[src/rtl/core/command_line_tokenizer_top_assert.svh]
// Assertion macros for the command line tokenizer.
`ifndef COMMAND_LINE_TOKENIZER_TOP_ASSERT_SVH
`define COMMAND_LINE_TOKENIZER_TOP_ASSERT_SVH

// The expression holds at every clock edge outside reset.
`define CLT_ASSERT_ALWAYS(label, clk, rst_n, expr, msg) \
    label: assert property (@(posedge clk) disable iff (!rst_n) (expr)) else $error(msg);

// The consequent holds in the cycle after the antecedent.
`define CLT_ASSERT_NEXT(label, clk, rst_n, ante, cons, msg) \
    label: assert property (@(posedge clk) disable iff (!rst_n) (ante) |=> (cons)) \
        else $error(msg);

`endif

[src/rtl/core/clt_pkg.sv]
// Types, character codes and helpers shared by the command line tokenizer.
`default_nettype none

package clt_pkg;

    typedef enum logic [2:0] {
        PH_START,
        PH_SEEK_KW,
        PH_KEYWORD,
        PH_SEEK_OPT,
        PH_OPTION,
        PH_SEEK_VAL,
        PH_VALUE
    } t_phase;

    typedef enum logic [1:0] {
        END_SEP     = 2'd0,
        END_LINE    = 2'd1,
        END_COMMENT = 2'd2,
        END_NONE    = 2'd3
    } t_end_reason;

    localparam logic KIND_VALUE   = 1'b0;
    localparam logic KIND_SUMMARY = 1'b1;

    localparam logic [1:0] CFG_SEPARATOR   = 2'd0;
    localparam logic [1:0] CFG_COMMENT     = 2'd1;
    localparam logic [1:0] CFG_OPTION_SIGN = 2'd2;

    localparam logic [7:0] SEP_RESET     = 8'd59;
    localparam logic [7:0] COMMENT_RESET = 8'd35;
    localparam logic [7:0] OPTION_RESET  = 8'd45;

    localparam logic [7:0] CH_NUL      = 8'h00;
    localparam logic [7:0] CH_TAB      = 8'h09;
    localparam logic [7:0] CH_LF       = 8'h0A;
    localparam logic [7:0] CH_CR       = 8'h0D;
    localparam logic [7:0] CH_SPACE    = 8'h20;
    localparam logic [7:0] CH_DOLLAR   = 8'h24;
    localparam logic [7:0] CH_PLUS     = 8'h2B;
    localparam logic [7:0] CH_MINUS    = 8'h2D;
    localparam logic [7:0] CH_0        = 8'h30;
    localparam logic [7:0] CH_9        = 8'h39;
    localparam logic [7:0] CH_UP_A     = 8'h41;
    localparam logic [7:0] CH_UP_F     = 8'h46;
    localparam logic [7:0] CH_UP_X     = 8'h58;
    localparam logic [7:0] CH_LO_A     = 8'h61;
    localparam logic [7:0] CH_LO_F     = 8'h66;
    localparam logic [7:0] CH_LO_X     = 8'h78;
    localparam logic [7:0] CH_PIPE     = 8'h7C;
    localparam logic [7:0] CH_PIPE_SEP = 8'hFF;

    typedef struct packed {
        logic seen2;
        logic x2;
        logic hrun;
        logic hok;
        logic drun;
        logic dok;
        logic dneg;
    } t_tok_status;

    typedef struct packed {
        logic        kind;
        logic [31:0] value;
        logic [3:0]  value_index;
        logic [7:0]  keyword_start;
        logic [7:0]  keyword_len;
        logic [7:0]  option_start;
        logic [7:0]  rest_start;
        logic [4:0]  value_count;
        logic        pipe_mode;
        logic [1:0]  end_reason;
        logic        last;
    } t_result;

    // Returns {valid, digit value}.
    function automatic logic [4:0] hex_digit(input logic [7:0] c);
        logic [4:0] r;
        r = '0;
        if (c >= CH_0 && c <= CH_9) begin
            r = {1'b1, c[3:0]};
        end else if (c >= CH_LO_A && c <= CH_LO_F) begin
            r = {1'b1, 4'(c - CH_LO_A) + 4'd10};
        end else if (c >= CH_UP_A && c <= CH_UP_F) begin
            r = {1'b1, 4'(c - CH_UP_A) + 4'd10};
        end
        return r;
    endfunction

endpackage

`default_nettype wire

[src/rtl/core/command_line_tokenizer_top.sv]
// Command line tokenizer: per-character parser with a three-entry result queue.
//
//   Channel   Handshake                   Payload
//   config    i_cfg_we                    i_cfg_index, i_cfg_data
//   input     i_in_valid / o_in_ready     i_ch
//   output    o_out_valid / i_out_ready   o_kind .. o_last
//
// One character is taken per cycle while o_in_ready is high; its results enter the queue at the same edge.
// A character that closes a value token and the command gives two results, which
// leave the queue one at a time, the value result first.
// o_in_ready is high while the result queue holds at most one entry.
// Reset is synchronous; it clears the parse state and loads the register defaults.
`default_nettype none

module command_line_tokenizer_top #(
    parameter int MAX_VALUES  = 16,
    parameter int MAX_CMD_LEN = 256,
    parameter int VALUE_BITS  = 32
) (
    input  logic        i_clk,
    input  logic        i_rst_n,
    input  logic        i_cfg_we,
    input  logic [1:0]  i_cfg_index,
    input  logic [7:0]  i_cfg_data,
    input  logic        i_in_valid,
    output logic        o_in_ready,
    input  logic [7:0]  i_ch,
    output logic        o_out_valid,
    input  logic        i_out_ready,
    output logic        o_kind,
    output logic [31:0] o_value,
    output logic [3:0]  o_value_index,
    output logic [7:0]  o_keyword_start,
    output logic [7:0]  o_keyword_len,
    output logic [7:0]  o_option_start,
    output logic [7:0]  o_rest_start,
    output logic [4:0]  o_value_count,
    output logic        o_pipe_mode,
    output logic [1:0]  o_end_reason,
    output logic        o_last
);
    import clt_pkg::*;

    `include "command_line_tokenizer_top_assert.svh"

    localparam int VTW     = $clog2(MAX_VALUES + 1);
    localparam int VB      = VALUE_BITS;
    localparam int POS_MAX = ((MAX_CMD_LEN - 1) > 255) ? 255 : (MAX_CMD_LEN - 1);
    localparam logic [1:0] Q_LAST = 2'd2;

    // Configuration registers.
    logic [7:0] r_sep, r_comment, r_opt_sign;

    // Parse state.
    t_phase         r_phase, n_phase;
    logic [7:0]     r_pos, n_pos;
    logic [7:0]     r_kw_off, n_kw_off;
    logic [7:0]     r_kw_len, n_kw_len;
    logic [7:0]     r_opt_off, n_opt_off;
    logic [7:0]     r_rest_off, n_rest_off;
    logic [VTW-1:0] r_values_taken, n_values_taken;
    logic [VB-1:0]  r_dec, n_dec;
    logic [VB-1:0]  r_hex, n_hex;
    t_tok_status    r_tok, n_tok;
    logic           r_pipe, n_pipe;
    logic           r_comment_flag, n_comment_flag;

    // Result queue.
    t_result    r_q [3];
    logic [1:0] r_rd_ptr, r_wr_ptr, r_count;

    logic in_acc, pop;

    // Character classes.
    logic        line_end, ws, is_digit, is_x;
    logic [4:0]  hexd;
    logic [7:0]  sep_char;
    t_end_reason end_reason;

    // Token evaluation.
    logic          tok_ok;
    logic [VB-1:0] tok_val;
    t_tok_status   begin_tok, feed_tok;
    logic [VB-1:0] begin_dec, begin_hex, feed_dec, feed_hex;
    logic [VB+3:0] dec_ext, dec_prod;
    logic          dec_ovf;

    logic           emit_val, emit_sum, do_clear;
    logic [VTW-1:0] sum_vals;
    logic [1:0]     push_n;
    t_result        res0, res1, val_res, sum_res;

    function automatic logic [1:0] q_inc(input logic [1:0] p);
        return (p == Q_LAST) ? 2'd0 : p + 2'd1;
    endfunction

    assign o_in_ready  = (r_count <= 2'd1);
    assign in_acc      = i_in_valid && o_in_ready;
    assign o_out_valid = (r_count != 2'd0);
    assign pop         = o_out_valid && i_out_ready;

    always_comb begin
        line_end = (i_ch == CH_NUL) || (i_ch == CH_CR) || (i_ch == CH_LF);
        ws       = (i_ch == CH_SPACE) || (i_ch == CH_TAB);
        is_digit = (i_ch >= CH_0) && (i_ch <= CH_9);
        is_x     = (i_ch == CH_LO_X) || (i_ch == CH_UP_X);
        hexd     = hex_digit(i_ch);
        sep_char = r_pipe ? CH_PIPE_SEP : r_sep;
        if (i_ch == sep_char) begin
            end_reason = END_SEP;
        end else if (i_ch == r_comment) begin
            end_reason = END_COMMENT;
        end else if (line_end) begin
            end_reason = END_LINE;
        end else begin
            end_reason = END_NONE;
        end
    end

    // Value of the open token if it closes now.
    always_comb begin
        tok_ok = (r_tok.x2 ? r_tok.hok : r_tok.dok) &&
                 (r_values_taken < VTW'(MAX_VALUES));
        if (r_tok.x2) begin
            tok_val = r_hex;
        end else if (r_tok.dneg) begin
            tok_val = '0 - r_dec;
        end else begin
            tok_val = r_dec;
        end
    end

    // First character of a value token.
    always_comb begin
        begin_tok = '0;
        begin_dec = '0;
        begin_hex = '0;
        if (i_ch == CH_DOLLAR) begin
            begin_tok.dok = 1'b1;
            begin_tok.hok = 1'b1;
        end else begin
            if (i_ch == CH_PLUS) begin
                begin_tok.drun = 1'b1;
            end else if (i_ch == CH_MINUS) begin
                begin_tok.drun = 1'b1;
                begin_tok.dneg = 1'b1;
            end else if (is_digit) begin
                begin_dec      = VB'(i_ch[3:0]);
                begin_tok.drun = 1'b1;
                begin_tok.dok  = 1'b1;
            end
            if (hexd[4]) begin
                begin_hex      = VB'(hexd[3:0]);
                begin_tok.hok  = 1'b1;
                begin_tok.hrun = 1'b1;
            end
        end
    end

    // Later characters of a value token: decimal and hex run side by side.
    always_comb begin
        dec_ext  = {4'b0, r_dec};
        dec_prod = (dec_ext << 3) + (dec_ext << 1) + (VB + 4)'(i_ch[3:0]);
        dec_ovf  = |dec_prod[VB+3:VB];
        feed_tok = r_tok;
        feed_dec = r_dec;
        feed_hex = r_hex;
        if (r_tok.drun) begin
            if (is_digit) begin
                if (dec_ovf) begin
                    feed_dec      = '1;
                    feed_tok.drun = 1'b0;
                    feed_tok.dneg = 1'b0;
                end else begin
                    feed_dec = dec_prod[VB-1:0];
                end
                feed_tok.dok = 1'b1;
            end else begin
                feed_tok.drun = 1'b0;
            end
        end
        if (!r_tok.seen2) begin
            // The second character decides between hex and decimal form.
            feed_tok.seen2 = 1'b1;
            if (is_x) begin
                feed_tok.x2 = 1'b1;
            end
            if (!(is_x && (r_hex == '0))) begin
                feed_tok.hrun = 1'b0;
            end
        end else if (r_tok.hrun) begin
            if (hexd[4]) begin
                if (|r_hex[VB-1:VB-4]) begin
                    feed_hex      = '1;
                    feed_tok.hrun = 1'b0;
                end else begin
                    feed_hex = {r_hex[VB-5:0], hexd[3:0]};
                end
            end else begin
                feed_tok.hrun = 1'b0;
            end
        end
    end

    // Next parse state.
    always_comb begin
        n_phase        = r_phase;
        n_pos          = r_pos;
        n_kw_off       = r_kw_off;
        n_kw_len       = r_kw_len;
        n_opt_off      = r_opt_off;
        n_rest_off     = r_rest_off;
        n_values_taken = r_values_taken;
        n_dec          = r_dec;
        n_hex          = r_hex;
        n_tok          = r_tok;
        n_pipe         = r_pipe;
        n_comment_flag = r_comment_flag;
        emit_val       = 1'b0;
        emit_sum       = 1'b0;
        do_clear       = 1'b0;
        if (r_comment_flag) begin
            if (line_end) begin
                do_clear       = 1'b1;
                n_comment_flag = 1'b0;
            end
        end else if ((r_phase == PH_START) && (i_ch == CH_PIPE)) begin
            n_pipe  = 1'b1;
            n_phase = PH_SEEK_KW;
        end else if (end_reason != END_NONE) begin
            emit_val       = (r_phase == PH_VALUE) && tok_ok;
            emit_sum       = 1'b1;
            do_clear       = 1'b1;
            n_comment_flag = (end_reason == END_COMMENT) ||
                             ((end_reason == END_SEP) && r_pipe);
        end else begin
            case (r_phase)
                PH_START, PH_SEEK_KW: begin
                    if (!ws) begin
                        n_kw_off = r_pos;
                        n_kw_len = 8'd1;
                        n_phase  = PH_KEYWORD;
                    end else begin
                        // Any character leaves the command start, so a later '|' is plain text.
                        n_phase = PH_SEEK_KW;
                    end
                end
                PH_KEYWORD: begin
                    if (ws) begin
                        n_phase = PH_SEEK_OPT;
                    end else if (r_kw_len < 8'hFF) begin
                        n_kw_len = r_kw_len + 8'd1;
                    end
                end
                PH_SEEK_OPT, PH_SEEK_VAL: begin
                    if (!ws) begin
                        if ((r_phase == PH_SEEK_OPT) && (i_ch == r_opt_sign)) begin
                            n_opt_off = r_pos;
                            n_phase   = PH_OPTION;
                        end else begin
                            if ((r_values_taken == '0) && (r_rest_off == 8'd0)) begin
                                n_rest_off = r_pos;
                            end
                            n_tok   = begin_tok;
                            n_dec   = begin_dec;
                            n_hex   = begin_hex;
                            n_phase = PH_VALUE;
                        end
                    end
                end
                PH_OPTION: begin
                    if (ws) begin
                        n_phase = PH_SEEK_VAL;
                    end
                end
                default: begin
                    if (ws) begin
                        emit_val       = tok_ok;
                        n_values_taken = r_values_taken + VTW'(tok_ok);
                        n_tok          = '0;
                        n_phase        = PH_SEEK_VAL;
                    end else begin
                        n_tok = feed_tok;
                        n_dec = feed_dec;
                        n_hex = feed_hex;
                    end
                end
            endcase
            if (r_pos < 8'(POS_MAX)) begin
                n_pos = r_pos + 8'd1;
            end
        end
        if (do_clear) begin
            n_phase        = PH_START;
            n_pos          = '0;
            n_kw_off       = '0;
            n_kw_len       = '0;
            n_opt_off      = '0;
            n_rest_off     = '0;
            n_values_taken = '0;
            n_dec          = '0;
            n_hex          = '0;
            n_tok          = '0;
            n_pipe         = 1'b0;
        end
    end

    // Result items of this character.
    always_comb begin
        sum_vals = r_values_taken + VTW'(emit_val);

        val_res             = '0;
        val_res.kind        = KIND_VALUE;
        val_res.value       = 32'(tok_val);
        val_res.value_index = 4'(r_values_taken);
        val_res.last        = !emit_sum;

        sum_res               = '0;
        sum_res.kind          = KIND_SUMMARY;
        sum_res.keyword_start = (r_kw_len != 8'd0) ? r_kw_off : 8'd0;
        sum_res.keyword_len   = r_kw_len;
        sum_res.option_start  = r_opt_off;
        sum_res.rest_start    = r_rest_off;
        sum_res.value_count   = 5'(sum_vals);
        sum_res.pipe_mode     = r_pipe;
        sum_res.end_reason    = end_reason;
        sum_res.last          = 1'b1;

        res0   = emit_val ? val_res : sum_res;
        res1   = sum_res;
        push_n = in_acc ? (2'(emit_val) + 2'(emit_sum)) : 2'd0;
    end

    always_ff @(posedge i_clk) begin
        if (!i_rst_n) begin
            r_sep      <= SEP_RESET;
            r_comment  <= COMMENT_RESET;
            r_opt_sign <= OPTION_RESET;
        end else if (i_cfg_we) begin
            case (i_cfg_index)
                CFG_SEPARATOR:   r_sep      <= i_cfg_data;
                CFG_COMMENT:     r_comment  <= i_cfg_data;
                CFG_OPTION_SIGN: r_opt_sign <= i_cfg_data;
                default: begin
                end
            endcase
        end
    end

    always_ff @(posedge i_clk) begin
        if (!i_rst_n) begin
            r_phase        <= PH_START;
            r_pos          <= '0;
            r_kw_off       <= '0;
            r_kw_len       <= '0;
            r_opt_off      <= '0;
            r_rest_off     <= '0;
            r_values_taken <= '0;
            r_dec          <= '0;
            r_hex          <= '0;
            r_tok          <= '0;
            r_pipe         <= 1'b0;
            r_comment_flag <= 1'b0;
        end else if (in_acc) begin
            r_phase        <= n_phase;
            r_pos          <= n_pos;
            r_kw_off       <= n_kw_off;
            r_kw_len       <= n_kw_len;
            r_opt_off      <= n_opt_off;
            r_rest_off     <= n_rest_off;
            r_values_taken <= n_values_taken;
            r_dec          <= n_dec;
            r_hex          <= n_hex;
            r_tok          <= n_tok;
            r_pipe         <= n_pipe;
            r_comment_flag <= n_comment_flag;
        end
    end

    always_ff @(posedge i_clk) begin
        if (push_n != 2'd0) begin
            r_q[r_wr_ptr] <= res0;
        end
        if (push_n == 2'd2) begin
            r_q[q_inc(r_wr_ptr)] <= res1;
        end
    end

    always_ff @(posedge i_clk) begin
        if (!i_rst_n) begin
            r_rd_ptr <= '0;
            r_wr_ptr <= '0;
            r_count  <= '0;
        end else begin
            if (pop) begin
                r_rd_ptr <= q_inc(r_rd_ptr);
            end
            case (push_n)
                2'd1:    r_wr_ptr <= q_inc(r_wr_ptr);
                2'd2:    r_wr_ptr <= q_inc(q_inc(r_wr_ptr));
                default: r_wr_ptr <= r_wr_ptr;
            endcase
            r_count <= r_count + push_n - 2'(pop);
        end
    end

    assign o_kind          = r_q[r_rd_ptr].kind;
    assign o_value         = r_q[r_rd_ptr].value;
    assign o_value_index   = r_q[r_rd_ptr].value_index;
    assign o_keyword_start = r_q[r_rd_ptr].keyword_start;
    assign o_keyword_len   = r_q[r_rd_ptr].keyword_len;
    assign o_option_start  = r_q[r_rd_ptr].option_start;
    assign o_rest_start    = r_q[r_rd_ptr].rest_start;
    assign o_value_count   = r_q[r_rd_ptr].value_count;
    assign o_pipe_mode     = r_q[r_rd_ptr].pipe_mode;
    assign o_end_reason    = r_q[r_rd_ptr].end_reason;
    assign o_last          = r_q[r_rd_ptr].last;

    // The queue pointers meet only when it is empty or full.
    `CLT_ASSERT_ALWAYS(a_queue_ptrs, i_clk, i_rst_n,
        ((r_count == 2'd0) || (r_count == 2'd3)) == (r_wr_ptr == r_rd_ptr),
        "result queue pointers disagree with the fill count")

    // A value result that is not last is always followed by its summary.
    `CLT_ASSERT_NEXT(a_pair_follows, i_clk, i_rst_n, pop && !o_last,
        o_out_valid && (o_kind == KIND_SUMMARY), "summary missing after value result")

    // A summary leaves the parser at the start of a fresh command.
    `CLT_ASSERT_NEXT(a_cmd_cleared, i_clk, i_rst_n, in_acc && emit_sum,
        (r_phase == PH_START) && (r_pos == 8'd0) && (r_values_taken == '0),
        "command state not cleared after summary")

endmodule

`default_nettype wire

[config.mk]
export PLATFORM = sky130hd
export DESIGN_NAME = command_line_tokenizer_top
export DESIGN_NICKNAME = d
export VERILOG_FILES = /design/src/rtl/core/clt_pkg.sv /design/src/rtl/core/command_line_tokenizer_top.sv
export VERILOG_INCLUDE_DIRS = /design/src /design/src/rtl/core
export SDC_FILE = /design/constraint.sdc
export NUM_CORES = 1
export LEC_CHECK = 0
export ABC_AREA = 1
export BUFFER_PORTS_ARGS = -buffer_cell sky130_fd_sc_hd__buf_4
export CELL_PAD_IN_SITES_DETAIL_PLACEMENT = 0
export CELL_PAD_IN_SITES_GLOBAL_PLACEMENT = 1
export CORE_MARGIN = 4
export CORE_UTILIZATION = 30
export CTS_BUF_LIST = sky130_fd_sc_hd__clkbuf_8 sky130_fd_sc_hd__clkbuf_16
export DETAILED_ROUTE_END_ITERATION = 8
export PLACE_DENSITY = 0.58
export SLEW_MARGIN = 10
export SYNTH_ARGS = -nofsm -noshare
export SYNTH_HDL_FRONTEND = slang
export SYNTH_SLANG_ARGS = --single-unit
[constraint.sdc]
create_clock -name i_clk -period 8.82 [get_ports i_clk]
set_input_delay 1.764 -clock i_clk [delete_from_list [all_inputs] [get_ports i_clk]]
set_output_delay 1.764 -clock i_clk [all_outputs]
set_load 0.01 [all_outputs]
==> impl_results.md <==
* Status: completed
* Die Area at 73730 um2
* Xor/xnor share of the synthesized area at roughly 2.5%
* CTS tree: yes
* Data required, critical path at between 9000 and 10000 ps
* Multiplexer area fraction after synthesis at 0%
* Num CTS Buffers at 46
* Layout cell share with drive strength beyond 1 at approximately 9%
* CP Capture Type: flop
* Synth Area in Compound Gates at 17.13%
* Sum Neg Setup Slack at 0 ps
* Detail Route Antenna Nets at 0
* Vias at 18880
* Seq. cell area at approximately 9000 um2
* Clock tree buffer depth at 3
* Global-route wire length before repair at 104.7 mm
* Final setup viols at 0
* Starting Density at between 30% and 40%
* Core area at roughly 69000 um2
* Area leader, netlist: dfxtp_1
* Total leakage power at between 10 and 15 nW
* Post-CTS Setup Bufs at 0
* Post-DP HPWL at 46.60 mm
* Top FF cell, synth: dfxtp_1
* Final hold vios at 0
* Area Overhead vs Synth at 14.98%
* EDFF count, synth at 120
* Area share of the largest cell type after synthesis at between 20% and 30%
* Final wirelength at ~67 mm
* Critical Path Max Stage Delay at about 750 ps
* Largest net degree at the start of global routing at between 80 and 90
* Mapped Area at between 20000 and 25000 um2
* WL/cell at 17.33 um
* Placed cell areas at ~22000 um2
* N_diodes at 0
* Root Driver: clkbuf_16
* VDD IR max at 0.1174 mV
* Crit path kind: in2reg
* Met3 GRT Util at under 10%
* Relative slew slack at 22.66%
* Multi-input logic area at about 10000 um2
* Latest clock arrival within the worst-skew pair at approximately 600 ps
* Fillers at 7415
* Sink Count at around 390
* Adder-Cell Fraction of Synth Area at under 10%
* Setup Slack @ Placement at 1377 ps
* Busiest grt layer: met2
* Power per cell area at 191.5 nW/um2
* RSZ-0062 raised after global routing: no
* Slowest stage cell, crit path: inv_1
* Residual DRC count at 0
* Library cells used by synthesis at 53
* Ports at approximately 100
* Setup crit start kind: primary input
* Drt first pass iters at 5
* Port Buffers at 102
* Worst hold start: r_q[0][58]
* Met1 usage at 25.31%
* Synthesized flop and latch total at roughly 390
* FP Rows at 96
* CP Max Fanout at 26
* Reg clk slew, reported paths at 60 ps
* CTS H-tree lvls at 2
* Max Fclk at 148.7 MHz
* Maxcap violations at 0
* Synth warn at 0
* CP Cell Sequence: buf_4, inv_1, ha_1, nand3_1, o21ai_2, nand2_1, nand2_1, nand3_2, inv_2, ha_1, nand2_1, ha_1, nor2_1, buf_4, inv_1, nand2_2, o21ai_4, buf_4, nor2_1
* Worst slew pin tran at around 1200 ps
* CTS Hold Bufs at 0
* Mean area per synthesized cell at between 7 and 8 um2
* Dominant combinational cell family by area after synthesis: simple AND/OR/NAND/NOR gates
* Total GRT Usage at 17.57%
* Total gr overflow at 0
* GPL Wtd Cong at 0.8184
* Final worst-path cycle share at roughly 76%
* Vias in the first global route at roughly 18000
* Largest cells by area after synthesis: dfxtp_1, edfxtp_1, nand2_1
* Tmin final at between 6000 and 7000 ps
* Mapped Cells at about 2800
* FFs w/ async S/R, synth at 0%
* Post-synthesis sequential area ratio at between 40 and 50%
* Vias per cell at around 4.9
* CP Launch Point: i_ch[1]
* Met2 Use GR at between 20 and 30%
* Post-Synth Simple-Gate Area at a little under a quarter
* Fin area at between 20000 and 25000 um2
* Clock skew at roughly 15 ps
* # resized after CTS at 0
* Die X at 271.5 um
* First-iteration detailed-routing DRC count at ~1300
* Syn Nets at 2950
* Reg-to-reg critical path startpoint: r_tok[5]
* Worst hold path class: reg2reg
* Worst Slack Setup Final at ~2100 ps
* Die height at roughly 270 um
* Slew Viols, Final at 0
* Final Net Count at 2991
* CP arrival at a little over 7000 ps
* Antenna violations before repair at 0
==> worst paths after layout <==
check	end	slack, ps	cells after the start
setup / recovery	r_q[1][27]	2090	19
hold / removal	r_q[0][58]	450	2
setup reg to reg	r_q[1][27]	2840	18
hold reg to reg	r_q[0][58]	450	2
==> through the flow <==
stage | utilization [%] | instances | power, mW | hold WS (ps)
final | 34.87 | 3852 | 4.588 | 450.5
after detailed placement | 32.67 | 3768 | 2.742 | 442.5
after CTS | 34.87 | 3852 | 4.660 | 454.7
after global routing | 34.87 | 3852 | 4.792 | 470.9
after floorplan | - | 2844 | 2.344 | 423.1
after global placement | 32.67 | 3768 | 2.741 | 437.7
==> layout make-up <==
cell class              instances  share of cell area, %
clock buffers                  54                  5.265
clock inverters                30                  1.039
inverters                     325                  5.097
multi-input cells            1999                  42.32
flip-flops and latches        387                  37.36
well taps                     931                  4.862
repair buffers                126                  4.053
==> cells in the final DEF, fill, tap and decap left out, types with 3 or more instances in the layout <==
| cell | instances |
|---|---|
| nand2_1 | 613 |
| a21oi_1 | 350 |
| nor2_1 | 345 |
| inv_1 | 316 |
| dfxtp_1 | 265 |
| o21ai_0 | 171 |
| nand3_1 | 141 |
| buf_4 | 124 |
| edfxtp_1 | 120 |
| ha_1 | 81 |
| clkbuf_16 | 46 |
| o22ai_1 | 38 |
| nor3_1 | 37 |
| xnor2_1 | 30 |
| xor2_1 | 29 |
| o21ai_1 | 21 |
| nand4_1 | 21 |
| o211ai_1 | 19 |
| clkinv_2 | 16 |
| nor4_1 | 13 |
| inv_2 | 12 |
| a31oi_1 | 10 |
| nor2_2 | 8 |
| o21bai_1 | 8 |
| clkbuf_8 | 8 |
| a211oi_1 | 6 |
| a211oi_2 | 6 |
| nand2_2 | 5 |
| or2_2 | 4 |
| nor2_4 | 4 |
| o221ai_1 | 4 |
| nand3_2 | 3 |
| nor3_2 | 3 |
| a22oi_1 | 3 |
| o21ai_4 | 3 |
| o31ai_1 | 3 |
==> where the power goes <==
part | switching (mW) | internal [mW] | leakage [nW]
clock | 0.813 | 1.09 | 0.778
combinational | 0.514 | 0.300 | 6.38
sequential | 0.0210 | 1.85 | 3.30
==> worst max-delay path: cells and delay by family <==
family	cells	cell delay [ps]
AO/OA/AOI/OAI	2	880
adder cells (fa/ha/maj)	3	740
AND/OR/NAND/NOR	8	1770
buffers and inverters	6	1860
==> cell usage after synthesis, types with 5 or more instances <==
cell type and n:
nand2_1 615, a21oi_1 350, nor2_1 347, inv_1 311, dfxtp_1 267, o21ai_0 171
nand3_1 141, edfxtp_1 120, clkbuf_1 87, ha_1 81, nor3_1 38, o22ai_1 38
buf_2 34, xnor2_1 30, xor2_1 29, o21ai_1 24, nand4_1 21, o211ai_1 19
nor4_1 13, a31oi_1 10, inv_2 10, o21bai_1 8, a211oi_1 6, a211oi_2 6
nor2_2 6, buf_4 5
==> flip-flops by register name, summed over array words and instances (netlist names), 2 cells and up, named ones only <==
register and cells:
r_rd_ptr 2, r_comment 8, r_kw_len 8, r_q 234, r_tok 6, r_sep 8, r_kw_off 8, r_wr_ptr 2
r_dec 32, r_opt_sign 8, r_values_taken 5, r_pos 8, r_opt_off 8, r_rest_off 8, r_hex 32, r_phase 3
r_count 2
==> layer usage <==
metal,vias up,wire length (um)
met4,0,1318
met2,361,30020
li1,9481,-
met3,83,2452
met1,8957,32950
met5,-,0
==> kinds of logic (layout without fill, tap and decap cells) <==
| group | count (synthesis) | count (layout) |
|---|---|---|
| simple gates | 1202 | 1202 |
| xor+xnor | 59 | 59 |
| flops | 387 | 387 |
| compound gates | 655 | 655 |
| fa+ha+maj | 83 | 83 |
| buf+inv | 458 | 535 |
No activity file was read; power rests on OpenSTA's default activity.
